==> src/assert_macros.svh <==
// Assertion macros shared by the RTL of the charge mode controller.
// No dependencies.
`ifndef ASSERT_MACROS_SVH
`define ASSERT_MACROS_SVH
`ifndef SYNTH
`define ASSERT_IMPLY(lbl, clk, rst_n, ante, cons) \
    lbl: assert property (@(posedge clk) disable iff (!rst_n) (ante) |-> (cons)) \
        else $error("assertion failed");
`define ASSERT_NEXT(lbl, clk, rst_n, ante, cons) \
    lbl: assert property (@(posedge clk) disable iff (!rst_n) (ante) |=> (cons)) \
        else $error("assertion failed");
`else
`define ASSERT_IMPLY(lbl, clk, rst_n, ante, cons)
`define ASSERT_NEXT(lbl, clk, rst_n, ante, cons)
`endif
`endif

==> src/ntcc_pkg.sv <==
// Package of the NTC charge mode controller: types, codes, NTC table.
// No dependencies.
`timescale 1ns / 1ps
package ntcc_pkg;
    localparam int DIV_N_W = 26;
    localparam int DIV_D_W = 18;
    localparam int CNT_W = 5;
    localparam int NTC_POINTS = 17;
    localparam int SEG_W = 5;
    localparam logic [13:0] REF_OHMS = 14'd10000;
    localparam logic [12:0] ADC_FULL_SCALE = 13'd4096;
    localparam logic [47:0] TICK_MAX = 48'hFFFF_FFFF_FFFF;

    localparam logic [2:0] CFG_COLD_LIMIT = 3'd0;
    localparam logic [2:0] CFG_START_HOT = 3'd1;
    localparam logic [2:0] CFG_RUN_HOT = 3'd2;
    localparam logic [2:0] CFG_TRICKLE_TH = 3'd3;
    localparam logic [2:0] CFG_STANDARD_TH = 3'd4;
    localparam logic [2:0] CFG_TRICKLE_DUR = 3'd5;
    localparam logic [2:0] CFG_SHORT_DUR = 3'd6;
    localparam logic [2:0] CFG_LONG_DUR = 3'd7;

    localparam logic [1:0] MODE_NONE = 2'd0;
    localparam logic [1:0] MODE_STOPPED = 2'd1;
    localparam logic [1:0] MODE_STANDARD = 2'd2;
    localparam logic [1:0] MODE_TRICKLE = 2'd3;

    localparam logic CMD_DISCHARGE = 1'b1;

    typedef struct packed {
        logic              command;
        logic signed [7:0] temperature;
        logic [9:0]        battery_centivolts;
        logic              supply_ok;
        logic              health_test_busy;
        logic [47:0]       now_ticks;
    } t_item;

    typedef struct packed {
        logic signed [7:0] temperature;
        logic              charge_enable;
        logic              trickle_enable;
        logic [1:0]        charge_mode;
        logic              standard_timed_out;
        logic              trickle_timed_out;
    } t_result;

    function automatic logic [18:0] ntc_ohm(input logic [SEG_W-1:0] idx);
        logic [18:0] v;
        case (idx)
            5'd0: v = 19'd329500;
            5'd1: v = 19'd188500;
            5'd2: v = 19'd111300;
            5'd3: v = 19'd67770;
            5'd4: v = 19'd42470;
            5'd5: v = 19'd27280;
            5'd6: v = 19'd17960;
            5'd7: v = 19'd12090;
            5'd8: v = 19'd8313;
            5'd9: v = 19'd5827;
            5'd10: v = 19'd4160;
            5'd11: v = 19'd3020;
            5'd12: v = 19'd2228;
            5'd13: v = 19'd1668;
            5'd14: v = 19'd1266;
            5'd15: v = 19'd973;
            5'd16: v = 19'd757;
            default: v = 19'd0;
        endcase
        return v;
    endfunction

    function automatic logic signed [7:0] ntc_deg(input logic [SEG_W-1:0] idx);
        return 8'(signed'(9'(idx) * 9'sd10) - 9'sd50);
    endfunction

    // first segment end below r; 0 when r is at or below the table end
    function automatic logic [SEG_W-1:0] seg_find(input logic [DIV_N_W-1:0] r);
        logic [SEG_W-1:0] j;
        j = '0;
        for (int k = NTC_POINTS - 1; k >= 1; k--) begin
            if (r > DIV_N_W'(ntc_ohm(SEG_W'(k)))) begin
                j = SEG_W'(k);
            end
        end
        return j;
    endfunction
endpackage

==> src/ntcc_in_if.sv <==
// Input channel of the charge mode controller: valid/ready plus item fields.
// No dependencies.
`timescale 1ns / 1ps
interface ntcc_in_if;
    logic        valid;
    logic        ready;
    logic        command;
    logic [11:0] thermistor_code;
    logic [9:0]  battery_centivolts;
    logic        supply_ok;
    logic        health_test_busy;
    logic [47:0] now_ticks;
    modport source (output valid, command, thermistor_code, battery_centivolts,
                    supply_ok, health_test_busy, now_ticks, input ready);
    modport sink (input valid, command, thermistor_code, battery_centivolts,
                  supply_ok, health_test_busy, now_ticks, output ready);
endinterface

==> src/ntcc_out_if.sv <==
// Result channel of the charge mode controller: valid/ready plus result fields.
// No dependencies.
`timescale 1ns / 1ps
interface ntcc_out_if;
    logic              valid;
    logic              ready;
    logic signed [7:0] temperature;
    logic              charge_enable;
    logic              trickle_enable;
    logic [1:0]        charge_mode;
    logic              standard_timed_out;
    logic              trickle_timed_out;
    modport source (output valid, temperature, charge_enable, trickle_enable, charge_mode,
                    standard_timed_out, trickle_timed_out, input ready);
    modport sink (input valid, temperature, charge_enable, trickle_enable, charge_mode,
                  standard_timed_out, trickle_timed_out, output ready);
endinterface

==> src/ntcc_div.sv <==
// Shared restoring divider, one quotient bit per cycle.
// Depends on ntcc_pkg.
`timescale 1ns / 1ps
module ntcc_div
    import ntcc_pkg::*;
(
    input  logic               i_clk,
    input  logic               i_rst_n,
    input  logic               i_start,
    input  logic [DIV_N_W-1:0] i_dividend,
    input  logic [DIV_D_W-1:0] i_divisor,
    output logic               o_busy,
    output logic [DIV_N_W-1:0] o_quotient
);
    logic [DIV_N_W-1:0] r_quo;
    logic [DIV_D_W-1:0] r_rem;
    logic [DIV_D_W-1:0] r_div;
    logic [CNT_W-1:0]   r_cnt;
    logic               r_busy;
    logic [DIV_D_W:0]   trial;
    logic               q_bit;

    assign trial = {r_rem, r_quo[DIV_N_W-1]};
    assign q_bit = (trial >= {1'b0, r_div});

    always_ff @(posedge i_clk) begin
        if (!i_rst_n) begin
            r_busy <= 1'b0;
            r_cnt  <= '0;
        end else if (i_start) begin
            r_busy <= 1'b1;
            r_cnt  <= CNT_W'(DIV_N_W);
        end else if (r_busy) begin
            r_cnt  <= r_cnt - 1'b1;
            r_busy <= (r_cnt != CNT_W'(1));
        end
    end

    always_ff @(posedge i_clk) begin
        if (i_start) begin
            r_quo <= i_dividend;
            r_rem <= '0;
            r_div <= i_divisor;
        end else if (r_busy) begin
            r_quo <= {r_quo[DIV_N_W-2:0], q_bit};
            r_rem <= q_bit ? DIV_D_W'(trial - {1'b0, r_div}) : trial[DIV_D_W-1:0];
        end
    end

    assign o_busy     = r_busy;
    assign o_quotient = r_quo;
endmodule

==> src/ntcc_front.sv <==
// Front end: accepts beats and converts the thermistor code to degrees.
// Depends on ntcc_pkg, ntcc_in_if and ntcc_div.
`timescale 1ns / 1ps
module ntcc_front
    import ntcc_pkg::*;
(
    input  logic       i_clk,
    input  logic       i_rst_n,
    ntcc_in_if.sink    i_item,
    input  logic       i_full,
    output logic       o_push,
    output t_item      o_item
);
    localparam logic [2:0] S_IDLE  = 3'd0;
    localparam logic [2:0] S_START = 3'd1;
    localparam logic [2:0] S_DIV1  = 3'd2;
    localparam logic [2:0] S_SEG   = 3'd3;
    localparam logic [2:0] S_DIV2  = 3'd4;
    localparam logic [2:0] S_PUSH  = 3'd5;

    logic [2:0]         r_state, n_state;
    t_item              r_item;
    logic [11:0]        r_code;
    logic [DIV_N_W-1:0] r_prod;
    logic [SEG_W-1:0]   r_seg;
    logic signed [7:0]  r_temp;

    logic               div_start;
    logic [DIV_N_W-1:0] div_n;
    logic [DIV_D_W-1:0] div_d;
    logic               div_busy;
    logic [DIV_N_W-1:0] div_q;
    logic [SEG_W-1:0]   seg;
    logic [18:0]        span;
    logic               accept;

    ntcc_div u_div (
        .i_clk      (i_clk),
        .i_rst_n    (i_rst_n),
        .i_start    (div_start),
        .i_dividend (div_n),
        .i_divisor  (div_d),
        .o_busy     (div_busy),
        .o_quotient (div_q)
    );

    assign accept = i_item.valid && i_item.ready;
    assign seg    = seg_find(div_q);
    assign span   = ntc_ohm(seg - 1'b1) - div_q[18:0];

    always_comb begin
        n_state   = r_state;
        div_start = 1'b0;
        div_n     = r_prod;
        div_d     = DIV_D_W'(ADC_FULL_SCALE - {1'b0, r_code});
        case (r_state)
            S_IDLE: begin
                if (accept) n_state = S_START;
            end
            S_START: begin
                div_start = 1'b1;
                n_state   = S_DIV1;
            end
            S_DIV1: begin
                if (!div_busy) n_state = S_SEG;
            end
            S_SEG: begin
                if (seg == '0 || (seg == SEG_W'(1) && div_q > DIV_N_W'(ntc_ohm('0)))) begin
                    n_state = S_PUSH;
                end else begin
                    div_start = 1'b1;
                    div_n     = DIV_N_W'(span) * DIV_N_W'(4'd10);
                    div_d     = DIV_D_W'(ntc_ohm(seg - 1'b1) - ntc_ohm(seg));
                    n_state   = S_DIV2;
                end
            end
            S_DIV2: begin
                if (!div_busy) n_state = S_PUSH;
            end
            S_PUSH: begin
                if (!i_full) n_state = S_IDLE;
            end
            default: n_state = S_IDLE;
        endcase
    end

    always_ff @(posedge i_clk) begin
        if (!i_rst_n) begin
            r_state <= S_IDLE;
        end else begin
            r_state <= n_state;
        end
    end

    always_ff @(posedge i_clk) begin
        if (accept) begin
            r_code                    <= i_item.thermistor_code;
            r_prod                    <= DIV_N_W'(i_item.thermistor_code) * DIV_N_W'(REF_OHMS);
            r_item.command            <= i_item.command;
            r_item.battery_centivolts <= i_item.battery_centivolts;
            r_item.supply_ok          <= i_item.supply_ok;
            r_item.health_test_busy   <= i_item.health_test_busy;
            r_item.now_ticks          <= i_item.now_ticks;
            r_item.temperature        <= '0;
        end
        if (r_state == S_SEG) begin
            r_seg <= seg;
            if (seg == '0) r_temp <= '0;
            else r_temp <= -8'sd50;
        end
        if (r_state == S_DIV2 && !div_busy) begin
            r_temp <= ntc_deg(r_seg - 1'b1) + signed'({4'b0, div_q[3:0]});
        end
    end

    assign i_item.ready = (r_state == S_IDLE);
    assign o_push       = (r_state == S_PUSH) && !i_full;

    always_comb begin
        o_item             = r_item;
        o_item.temperature = r_temp;
    end
endmodule

==> src/ntcc_fifo.sv <==
// Two-entry queue between the front end and the control back end.
// Depends on ntcc_pkg.
`timescale 1ns / 1ps
module ntcc_fifo
    import ntcc_pkg::*;
(
    input  logic  i_clk,
    input  logic  i_rst_n,
    input  logic  i_push,
    input  t_item i_item,
    output logic  o_full,
    input  logic  i_pop,
    output logic  o_empty,
    output t_item o_item
);
    t_item      r_mem [2];
    logic       r_wptr;
    logic       r_rptr;
    logic [1:0] r_count;

    always_ff @(posedge i_clk) begin
        if (!i_rst_n) begin
            r_wptr  <= 1'b0;
            r_rptr  <= 1'b0;
            r_count <= '0;
        end else begin
            if (i_push) r_wptr <= ~r_wptr;
            if (i_pop) r_rptr <= ~r_rptr;
            r_count <= r_count + 2'(i_push) - 2'(i_pop);
        end
    end

    always_ff @(posedge i_clk) begin
        if (i_push) r_mem[r_wptr] <= i_item;
    end

    assign o_full  = (r_count == 2'd2);
    assign o_empty = (r_count == 2'd0);
    assign o_item  = r_mem[r_rptr];
endmodule

==> src/ntcc_back.sv <==
// Back end: charge control state, configuration registers, result register.
// Depends on ntcc_pkg and ntcc_out_if.
`timescale 1ns / 1ps
module ntcc_back
    import ntcc_pkg::*;
(
    input  logic        i_clk,
    input  logic        i_rst_n,
    input  logic        i_cfg_we,
    input  logic [2:0]  i_cfg_idx,
    input  logic [31:0] i_cfg_data,
    input  logic        i_empty,
    input  t_item       i_item,
    output logic        o_pop,
    ntcc_out_if.source  o_result
);
    logic signed [7:0] r_cold, r_start_hot, r_run_hot;
    logic [9:0]        r_trickle_th, r_standard_th;
    logic [31:0]       r_trickle_dur, r_short_dur, r_long_dur;

    logic        r_stopped, r_standard, r_trickle, r_std_to, r_trk_to;
    logic        r_started, r_pending, r_dropped, r_main, r_tline;
    logic [9:0]  r_latched;
    logic [47:0] r_std_dl, r_trk_dl;
    logic        n_stopped, n_standard, n_trickle, n_std_to, n_trk_to;
    logic        n_started, n_pending, n_dropped, n_main, n_tline;
    logic [9:0]  n_latched;
    logic [47:0] n_std_dl, n_trk_dl;

    t_result     r_out;
    logic        r_out_valid;
    t_result     res;
    logic [9:0]  volt;
    logic [31:0] dur;
    logic [48:0] sum;
    logic [47:0] deadline;
    logic signed [7:0] t;
    logic [47:0] now;

    assign o_pop = !i_empty && (!r_out_valid || o_result.ready);
    assign t     = i_item.temperature;
    assign now   = i_item.now_ticks;

    // voltage seen by the mode choice, after a possible new sample
    always_comb begin
        volt = (r_pending || (r_dropped && i_item.supply_ok)) ? i_item.battery_centivolts
                                                              : r_latched;
        if (volt > r_trickle_th) dur = r_trickle_dur;
        else if (volt > r_standard_th) dur = r_short_dur;
        else dur = r_long_dur;
        sum      = {1'b0, now} + 49'(dur);
        deadline = sum[48] ? TICK_MAX : sum[47:0];
    end

    always_comb begin
        n_stopped  = r_stopped;
        n_standard = r_standard;
        n_trickle  = r_trickle;
        n_std_to   = r_std_to;
        n_trk_to   = r_trk_to;
        n_started  = r_started;
        n_pending  = r_pending;
        n_dropped  = r_dropped;
        n_main     = r_main;
        n_tline    = r_tline;
        n_latched  = r_latched;
        n_std_dl   = r_std_dl;
        n_trk_dl   = r_trk_dl;
        if (i_item.command == CMD_DISCHARGE) begin
            n_stopped  = 1'b0;
            n_standard = 1'b0;
            n_trickle  = 1'b0;
        end else if (!i_item.health_test_busy) begin
            if (i_item.supply_ok) begin
                if (r_dropped) begin
                    n_pending = 1'b1;
                    n_dropped = 1'b0;
                end
            end else begin
                n_dropped = 1'b1;
            end
            if ((t < r_cold || t > r_start_hot) && !r_started) begin
                if (!r_stopped) begin
                    n_main = 1'b0; n_tline = 1'b0;
                    n_stopped = 1'b1; n_standard = 1'b0; n_trickle = 1'b0;
                end
            end else begin
                n_started = 1'b1;
                if (n_pending) begin
                    n_pending = 1'b0;
                    n_latched = i_item.battery_centivolts;
                end
                if (t < r_cold || t > r_run_hot) begin
                    if (!r_stopped) begin
                        n_main = 1'b0; n_tline = 1'b0;
                        n_stopped = 1'b1; n_standard = 1'b0; n_trickle = 1'b0;
                    end
                end else if (n_latched > r_trickle_th) begin
                    if (!r_trickle && !r_trk_to) begin
                        n_tline = 1'b1; n_main = 1'b0;
                        n_stopped = 1'b0; n_standard = 1'b0; n_trickle = 1'b1;
                        n_trk_dl = deadline;
                    end else if (now > r_trk_dl && !r_stopped) begin
                        n_main = 1'b0; n_tline = 1'b0;
                        n_stopped = 1'b1; n_standard = 1'b0; n_trickle = 1'b0;
                        n_trk_to = 1'b1;
                    end
                end else begin
                    if (!r_standard && !r_std_to) begin
                        n_tline = 1'b1; n_main = 1'b1;
                        n_stopped = 1'b0; n_standard = 1'b1; n_trickle = 1'b0;
                        n_std_dl = deadline;
                    end else if (now > r_std_dl && !r_stopped) begin
                        n_main = 1'b0; n_tline = 1'b0;
                        n_stopped = 1'b1; n_standard = 1'b0; n_trickle = 1'b0;
                        n_std_to = 1'b1;
                    end
                end
            end
        end
        res.temperature        = t;
        res.charge_enable      = n_main;
        res.trickle_enable     = n_tline;
        res.standard_timed_out = n_std_to;
        res.trickle_timed_out  = n_trk_to;
        if (n_trickle) res.charge_mode = MODE_TRICKLE;
        else if (n_standard) res.charge_mode = MODE_STANDARD;
        else if (n_stopped) res.charge_mode = MODE_STOPPED;
        else res.charge_mode = MODE_NONE;
    end

    always_ff @(posedge i_clk) begin
        if (!i_rst_n) begin
            r_cold        <= -8'sd20;
            r_start_hot   <= 8'sd60;
            r_run_hot     <= 8'sd70;
            r_trickle_th  <= 10'd402;
            r_standard_th <= 10'd390;
            r_trickle_dur <= 32'd1440000;
            r_short_dur   <= 32'd2160000;
            r_long_dur    <= 32'd4320000;
        end else if (i_cfg_we) begin
            case (i_cfg_idx)
                CFG_COLD_LIMIT:  r_cold        <= signed'(i_cfg_data[7:0]);
                CFG_START_HOT:   r_start_hot   <= signed'(i_cfg_data[7:0]);
                CFG_RUN_HOT:     r_run_hot     <= signed'(i_cfg_data[7:0]);
                CFG_TRICKLE_TH:  r_trickle_th  <= i_cfg_data[9:0];
                CFG_STANDARD_TH: r_standard_th <= i_cfg_data[9:0];
                CFG_TRICKLE_DUR: r_trickle_dur <= i_cfg_data;
                CFG_SHORT_DUR:   r_short_dur   <= i_cfg_data;
                CFG_LONG_DUR:    r_long_dur    <= i_cfg_data;
                default: ;
            endcase
        end
    end

    always_ff @(posedge i_clk) begin
        if (!i_rst_n) begin
            r_stopped <= 1'b0; r_standard <= 1'b0; r_trickle <= 1'b0;
            r_std_to  <= 1'b0; r_trk_to   <= 1'b0; r_started <= 1'b0;
            r_pending <= 1'b1; r_dropped  <= 1'b0;
            r_main    <= 1'b0; r_tline    <= 1'b0;
            r_latched <= '0;   r_std_dl   <= '0;   r_trk_dl  <= '0;
            r_out_valid <= 1'b0;
        end else begin
            if (o_pop) begin
                r_stopped <= n_stopped; r_standard <= n_standard; r_trickle <= n_trickle;
                r_std_to  <= n_std_to;  r_trk_to   <= n_trk_to;   r_started <= n_started;
                r_pending <= n_pending; r_dropped  <= n_dropped;
                r_main    <= n_main;    r_tline    <= n_tline;
                r_latched <= n_latched; r_std_dl   <= n_std_dl;   r_trk_dl  <= n_trk_dl;
                r_out_valid <= 1'b1;
            end else if (o_result.ready) begin
                r_out_valid <= 1'b0;
            end
        end
    end

    always_ff @(posedge i_clk) begin
        if (o_pop) r_out <= res;
    end

    assign o_result.valid              = r_out_valid;
    assign o_result.temperature        = r_out.temperature;
    assign o_result.charge_enable      = r_out.charge_enable;
    assign o_result.trickle_enable     = r_out.trickle_enable;
    assign o_result.charge_mode        = r_out.charge_mode;
    assign o_result.standard_timed_out = r_out.standard_timed_out;
    assign o_result.trickle_timed_out  = r_out.trickle_timed_out;
endmodule

==> src/ntc_charge_mode_controller_unit.sv <==
// NTC charge mode controller, top level.
// Uses the input item channel i_item and the result channel o_result (valid/ready).
// Depends on ntcc_pkg, both channel interfaces, ntcc_front, ntcc_fifo, ntcc_back.
// Each beat on i_item (charge or discharge tick) yields exactly one result beat
// on o_result, in order. The front end turns the thermistor code into degrees
// with one shared 26-step serial divider used twice (resistance, then the
// interpolation inside a table segment); codes at or below the table end or
// above its start skip the second pass. The front end takes a new beat only
// after it has pushed the last one. A two-beat queue and a result register
// let the front end take the next beat while a result waits.
// Configuration writes on i_cfg_we/i_cfg_idx/i_cfg_data take effect at the
// next edge and must only happen while the block is idle.
// Synchronous active-low reset loads the register defaults, clears the mode
// and timeout flags, marks a voltage sample pending and drops both enables.
// When o_result is stalled, results back up into the queue and then i_item
// ready stays low until space frees up.
`timescale 1ns / 1ps
`include "assert_macros.svh"
module ntc_charge_mode_controller_unit
    import ntcc_pkg::*;
(
    input  logic        i_clk,
    input  logic        i_rst_n,
    ntcc_in_if.sink     i_item,
    ntcc_out_if.source  o_result,
    input  logic        i_cfg_we,
    input  logic [2:0]  i_cfg_idx,
    input  logic [31:0] i_cfg_data
);
    logic  push, pop, full, empty;
    t_item front_item, queue_item;

    ntcc_front u_front (
        .i_clk   (i_clk),
        .i_rst_n (i_rst_n),
        .i_item  (i_item),
        .i_full  (full),
        .o_push  (push),
        .o_item  (front_item)
    );

    ntcc_fifo u_fifo (
        .i_clk   (i_clk),
        .i_rst_n (i_rst_n),
        .i_push  (push),
        .i_item  (front_item),
        .o_full  (full),
        .i_pop   (pop),
        .o_empty (empty),
        .o_item  (queue_item)
    );

    ntcc_back u_back (
        .i_clk      (i_clk),
        .i_rst_n    (i_rst_n),
        .i_cfg_we   (i_cfg_we),
        .i_cfg_idx  (i_cfg_idx),
        .i_cfg_data (i_cfg_data),
        .i_empty    (empty),
        .i_item     (queue_item),
        .o_pop      (pop),
        .o_result   (o_result)
    );

    `ASSERT_IMPLY(a_no_push_full, i_clk, i_rst_n, push, !full)
    `ASSERT_IMPLY(a_no_pop_empty, i_clk, i_rst_n, pop, !empty)
    `ASSERT_IMPLY(a_trickle_lines, i_clk, i_rst_n,
        o_result.valid && o_result.charge_mode == MODE_TRICKLE,
        o_result.trickle_enable && !o_result.charge_enable)
    `ASSERT_IMPLY(a_standard_lines, i_clk, i_rst_n,
        o_result.valid && o_result.charge_mode == MODE_STANDARD,
        o_result.trickle_enable && o_result.charge_enable)
    `ASSERT_NEXT(a_accept_busy, i_clk, i_rst_n,
        i_item.valid && i_item.ready, !i_item.ready)
endmodule
==> src/flat_wrapper.sv <==
// flat-port wrapper written by rule: the top's interface ports become plain ports
module ntc_charge_mode_controller_unit_flat import ntcc_pkg::*;
  (i_clk, i_rst_n, i_cfg_we, i_cfg_idx, i_cfg_data, i_item_valid, i_item_command, i_item_thermistor_code, i_item_battery_centivolts, i_item_supply_ok, i_item_health_test_busy, i_item_now_ticks, i_item_ready, o_result_valid, o_result_temperature, o_result_charge_enable, o_result_trickle_enable, o_result_charge_mode, o_result_standard_timed_out, o_result_trickle_timed_out, o_result_ready);
  ntcc_in_if i_item_i ();
  ntcc_out_if o_result_i ();
  input  logic i_clk;
  input  logic i_rst_n;
  input  logic i_cfg_we;
  input  logic [2:0] i_cfg_idx;
  input  logic [31:0] i_cfg_data;
  input wire logic [$bits(i_item_i.valid)-1:0] i_item_valid;
  input wire logic [$bits(i_item_i.command)-1:0] i_item_command;
  input wire logic [$bits(i_item_i.thermistor_code)-1:0] i_item_thermistor_code;
  input wire logic [$bits(i_item_i.battery_centivolts)-1:0] i_item_battery_centivolts;
  input wire logic [$bits(i_item_i.supply_ok)-1:0] i_item_supply_ok;
  input wire logic [$bits(i_item_i.health_test_busy)-1:0] i_item_health_test_busy;
  input wire logic [$bits(i_item_i.now_ticks)-1:0] i_item_now_ticks;
  output wire logic [$bits(i_item_i.ready)-1:0] i_item_ready;
  output wire logic [$bits(o_result_i.valid)-1:0] o_result_valid;
  output wire logic [$bits(o_result_i.temperature)-1:0] o_result_temperature;
  output wire logic [$bits(o_result_i.charge_enable)-1:0] o_result_charge_enable;
  output wire logic [$bits(o_result_i.trickle_enable)-1:0] o_result_trickle_enable;
  output wire logic [$bits(o_result_i.charge_mode)-1:0] o_result_charge_mode;
  output wire logic [$bits(o_result_i.standard_timed_out)-1:0] o_result_standard_timed_out;
  output wire logic [$bits(o_result_i.trickle_timed_out)-1:0] o_result_trickle_timed_out;
  input wire logic [$bits(o_result_i.ready)-1:0] o_result_ready;
  assign i_item_i.valid = i_item_valid;
  assign i_item_i.command = i_item_command;
  assign i_item_i.thermistor_code = i_item_thermistor_code;
  assign i_item_i.battery_centivolts = i_item_battery_centivolts;
  assign i_item_i.supply_ok = i_item_supply_ok;
  assign i_item_i.health_test_busy = i_item_health_test_busy;
  assign i_item_i.now_ticks = i_item_now_ticks;
  assign i_item_ready = i_item_i.ready;
  assign o_result_valid = o_result_i.valid;
  assign o_result_temperature = o_result_i.temperature;
  assign o_result_charge_enable = o_result_i.charge_enable;
  assign o_result_trickle_enable = o_result_i.trickle_enable;
  assign o_result_charge_mode = o_result_i.charge_mode;
  assign o_result_standard_timed_out = o_result_i.standard_timed_out;
  assign o_result_trickle_timed_out = o_result_i.trickle_timed_out;
  assign o_result_i.ready = o_result_ready;
  ntc_charge_mode_controller_unit u_core (.i_clk(i_clk), .i_rst_n(i_rst_n), .i_item(i_item_i), .o_result(o_result_i), .i_cfg_we(i_cfg_we), .i_cfg_idx(i_cfg_idx), .i_cfg_data(i_cfg_data));
endmodule
==> config.mk <==
export PLATFORM = sky130hd
export DESIGN_NAME = ntc_charge_mode_controller_unit_flat
export DESIGN_NICKNAME = d
export VERILOG_FILES = /design/src/ntcc_pkg.sv /design/src/ntcc_in_if.sv /design/src/ntcc_out_if.sv /design/src/ntcc_div.sv /design/src/ntcc_front.sv /design/src/ntcc_fifo.sv /design/src/ntcc_back.sv /design/src/ntc_charge_mode_controller_unit.sv /design/src/flat_wrapper.sv
export VERILOG_INCLUDE_DIRS = /design/src /design/src/src
export SDC_FILE = /design/constraint.sdc
export NUM_CORES = 2
export LEC_CHECK = 0
export BUFFER_PORTS_ARGS = -buffer_cell sky130_fd_sc_hd__buf_2
export CORE_MARGIN = 2
export CORE_UTILIZATION = 37
export CTS_CLUSTER_DIAMETER = 30
export DETAILED_ROUTE_END_ITERATION = 10
export PLACE_DENSITY = 0.6
export SLEW_MARGIN = 30
export SYNTH_ARGS = -nofsm -noshare
export SYNTH_HDL_FRONTEND = slang
export SYNTH_HIERARCHICAL = 1
export SYNTH_SLANG_ARGS = --single-unit
==> constraint.sdc <==
create_clock -name i_clk -period 14.5 [get_ports i_clk]
set_input_delay 0 -clock i_clk [delete_from_list [all_inputs] [get_ports i_clk]]
set_output_delay 0 -clock i_clk [all_outputs]
set_load 0.05 [all_outputs]
==> results.md <==
- # port buffers: between 100 and 150
- Clk Latency, worst-skew pair: 0.74 ns
- Period minus WS final: 9.97 ns
- Worst reg2reg path startpoint: u_core/u_front/u_div/o_quotient[14]
- RSZ-0062 raised after global routing: false
- Max Freq: roughly 100 MHz
- CTS tree: yes
- Max_cap viols: 0
- Number of synthesized flops with an enable pin: 300
- Post-synth ARST share: 0
- Placer Congestion: 0.882
- Synthesized net count: 4278
- Clock buffer depth: 3
- Post-CTS Resized: 0
- Seq/Total Area, Yosys: 0.413
- Flop2flop setup slack: 4.53 ns
- Setup TNS: 0 ns
- Worst slew pin tran: 0.995 ns
- Critical Path AT: 10.43 ns
- Layout cells sized above 1: 0.140
- Critical Path Max Stage Delay: around 0.73 ns
- Slew headroom: 0.336
- Reg2reg end: u_core/u_front/u_div/o_quotient[22]
- Vias in the first global route: 28276
- Most frequent CP cell: a21oi_1
- Detailed Place HPWL: 68500 um
- Pwr Total: roughly 8.4 mW
- Antenna violations before repair: 4
- First-pass GRT wire length: 156000 um
- Vias: 29094
- CTS Buf Count: ~140
- IO Pins: 129
- All-Layer GR Usage: 0.199
- Crit start category: register
- H-tree levels: 4
- Peak VDD IR: 0.000135 V
- Routed WL per cell: 18.2 um
- Clk pin slew, worst setup/hold paths: 0.05 ns
- Final period util: 0.687
- Die Ht: 315 um
- Filler Cell Count: between 8000 and 9000
- # clock sinks: between 500 and 600
- Worst Path Required: ~15 ns
- Initial Util: 0.372
- WL final: ~100000 um
- Antenna-violating nets left: 0
- Synth cell types: 104
- Worst min path class: in -> reg
- Final Max Slew Viols: 0
- Worst Setup EP: u_core/u_front/u_div/o_quotient[22]
- Post-Syn Instances: 3785
- Hold Startpoint: i_item_now_ticks[46]
- Root Buffer: clkbuf_16
- Final Hold Vio Count: 0
- Full die area: 99200 um2
- Clk_skew: approximately 0.05 ns
- Setup violations, final: 0
- Starting DRT DRC Count: ~2200
- Worst path slowest cell: a2111oi_0
- Synthesized area: about 36000 um2
- Kind of critical path: reg -> reg
- Die width: 315 um
- Crit path from: u_core/u_front/u_div/o_quotient[14]
- DR DRC count: 0
- Largest net degree at the start of global routing: 82
- Area grow syn2layout: 23.8%
- Post-DR vias/cell: 5.31
- Critical path peak fanout: 15
- Avg Inst Size Synth: 9.46 um2
- Synth warnings: 6
- NumNets Final: 4579
- Outcome: complete, no violations
- P per Cell Area: 190 nW/um2
- DRT Pass-1 Iters: 9
- Reg2reg path depth: 37
- Core Region: 96300 um2
- Synth Register Bits: 589
- Pleak: 17.7 nW
- Row count: between 100 and 150
- Kind of end point of the critical path: register
- Top FF cell, synth: edfxtp_1
- GRT overflow: 0
[metrics by stage]
stage	std cells	cell area (um2)	hold WS, ns	util	setup WS (ns)
2_1_floorplan	3785	35800	0.0989	-	6.11
3_5_place_dp	5048	37600	0.178	0.390	4.52
3_3_place_gp	5047	37600	0.177	0.390	4.71
6_report	5481	44300	0.0491	0.460	4.53
5_1_grt	5479	44300	0.0281	0.460	3.59
4_1_cts	5479	44300	0.00219	0.460	4.45
[repair_timing]
| item | CTS | global route |
|---|---|---|
| hold buffers | 173 | 0 |
| buffers inserted | 0 | 0 |
| endpoints found under the hold margin | 275 | 0 |
[worst min-delay path by stage]
| stage | end | depth (start not counted) |
|---|---|---|
| final | u_core/u_front/o_item[46] | 2 |
| after global routing | u_core/u_front/o_item[44] | 2 |
| after global placement | u_core/u_front/o_item[33] | 1 |
| after floorplan | u_core/u_front/o_item[0] | 0 |
| after detailed placement | u_core/u_front/o_item[22] | 1 |
| after CTS | u_core/u_front/o_item[44] | 2 |
[worst max-delay path: cells and delay by family (launching register included)]
family                     cells  cell delay (ns)
AOI/OAI and AO/OA             21             4.26
adders and majority gates      5             1.76
and+or+nand+nor                6             1.68
xor gates and xnor gates       2             0.86
DFF                            1             0.62
muxes                          1             0.27
buffers and inverters          2             0.26
[power by group]
part	internal [mW]	switching (mW)	total [mW]	leakage, nW
Combinational	1.23	1.78	3.01	10.2
Sequential	1.97	0.174	2.14	5.11
Clock	2.20	1.05	3.25	2.40
[state kept, by name (all words and copies together) (netlist names), 10 cells and up, named ones only]
register	cells
u_core/u_back/r_latched	10
u_core/u_back/r_long_dur	32
u_core/u_back/r_short_dur	32
u_core/u_back/r_standard_th	10
u_core/u_back/r_std_dl	48
u_core/u_back/r_trickle_dur	32
u_core/u_back/r_trickle_th	10
u_core/u_back/r_trk_dl	48
u_core/u_fifo/r_mem	138
u_core/u_front/o_item	61
u_core/u_front/r_code	12
u_core/u_front/r_prod	18
u_core/u_front/u_div/o_quotient	26
u_core/u_front/u_div/r_div	18
u_core/u_front/u_div/r_rem	18
[final cells by class]
| cell class | instances | area [um2] | area share |
|---|---|---|---|
| flip-flops and latches | 589 | 14800 | 0.334 |
| diodes | 2 | 5.00 | 0.000113 |
| repair buffers | 331 | 2620 | 0.0591 |
| well taps | 1276 | 1600 | 0.0360 |
| multi-input cells | 2714 | 19100 | 0.432 |
| clock inverters | 93 | 1240 | 0.0280 |
| clock buffers | 165 | 3740 | 0.0844 |
| inverters | 311 | 1170 | 0.0264 |
[logic make-up (layout without fill, tap and decap cells)]
family	after synthesis	count (layout)	share of synthesized area
buffers and inverters	482	900	0.0541
flip-flops	589	589	0.413
XOR/XNOR	138	138	0.0345
AO/OA/AOI/OAI	967	967	0.166
AND/OR/NAND/NOR	1047	1047	0.137
adder cells (fa/ha/maj)	385	385	0.141
other	1	3	0.000105
multiplexers	176	176	0.0545
[Yosys cell counts (22+ instances only)]
cell type | number | area share
nand2_1 | 423 | 0.044
nor2_1 | 226 | 0.024
xnor2_1 | 87 | 0.021
clkbuf_1 | 120 | 0.013
o21ai_0 | 194 | 0.027
o21bai_1 | 32 | 0.0067
inv_1 | 306 | 0.032
nand2b_1 | 37 | 0.0065
nor3_1 | 51 | 0.0071
and3_1 | 22 | 0.0038
edfxtp_1 | 300 | 0.25
nand4_1 | 55 | 0.0096
buf_2 | 25 | 0.0035
mux2i_1 | 58 | 0.016
fa_1 | 30 | 0.017
mux2_2 | 107 | 0.034
o31ai_1 | 24 | 0.0050
dfxtp_1 | 289 | 0.16
a21o_1 | 47 | 0.0099
xor2_1 | 49 | 0.012
a211oi_1 | 38 | 0.0080
o211ai_1 | 40 | 0.0084
a21oi_1 | 414 | 0.058
nand3_1 | 90 | 0.013
ha_1 | 350 | 0.12
[cell usage in the layout (no fill, tap or decap), types with 89 or more instances in the layout]
| master | n |
|---|---|
| dlygate4sd3_1 | 173 |
| mux2_2 | 107 |
| a21oi_1 | 413 |
| edfxtp_1 | 300 |
| inv_1 | 305 |
| o21ai_0 | 194 |
| buf_2 | 127 |
| nor2_1 | 221 |
| ha_1 | 350 |
| clkbuf_16 | 142 |
| dfxtp_1 | 288 |
| nand2_1 | 423 |
| nand3_1 | 89 |
[routing by layer]
metal  vias to the layer above  part of all wire  track usage  routed length (um)
li1                      14244                 -            -                   -
met1                     13823              0.47        0.274               46600
met2                       833              0.45        0.313               44400
met3                       192             0.057       0.0343                5710
met4                         2             0.030       0.0748                2980
met5                         -           0.00013            0                  13
Note: power is estimated with default switching activity, not from simulation.
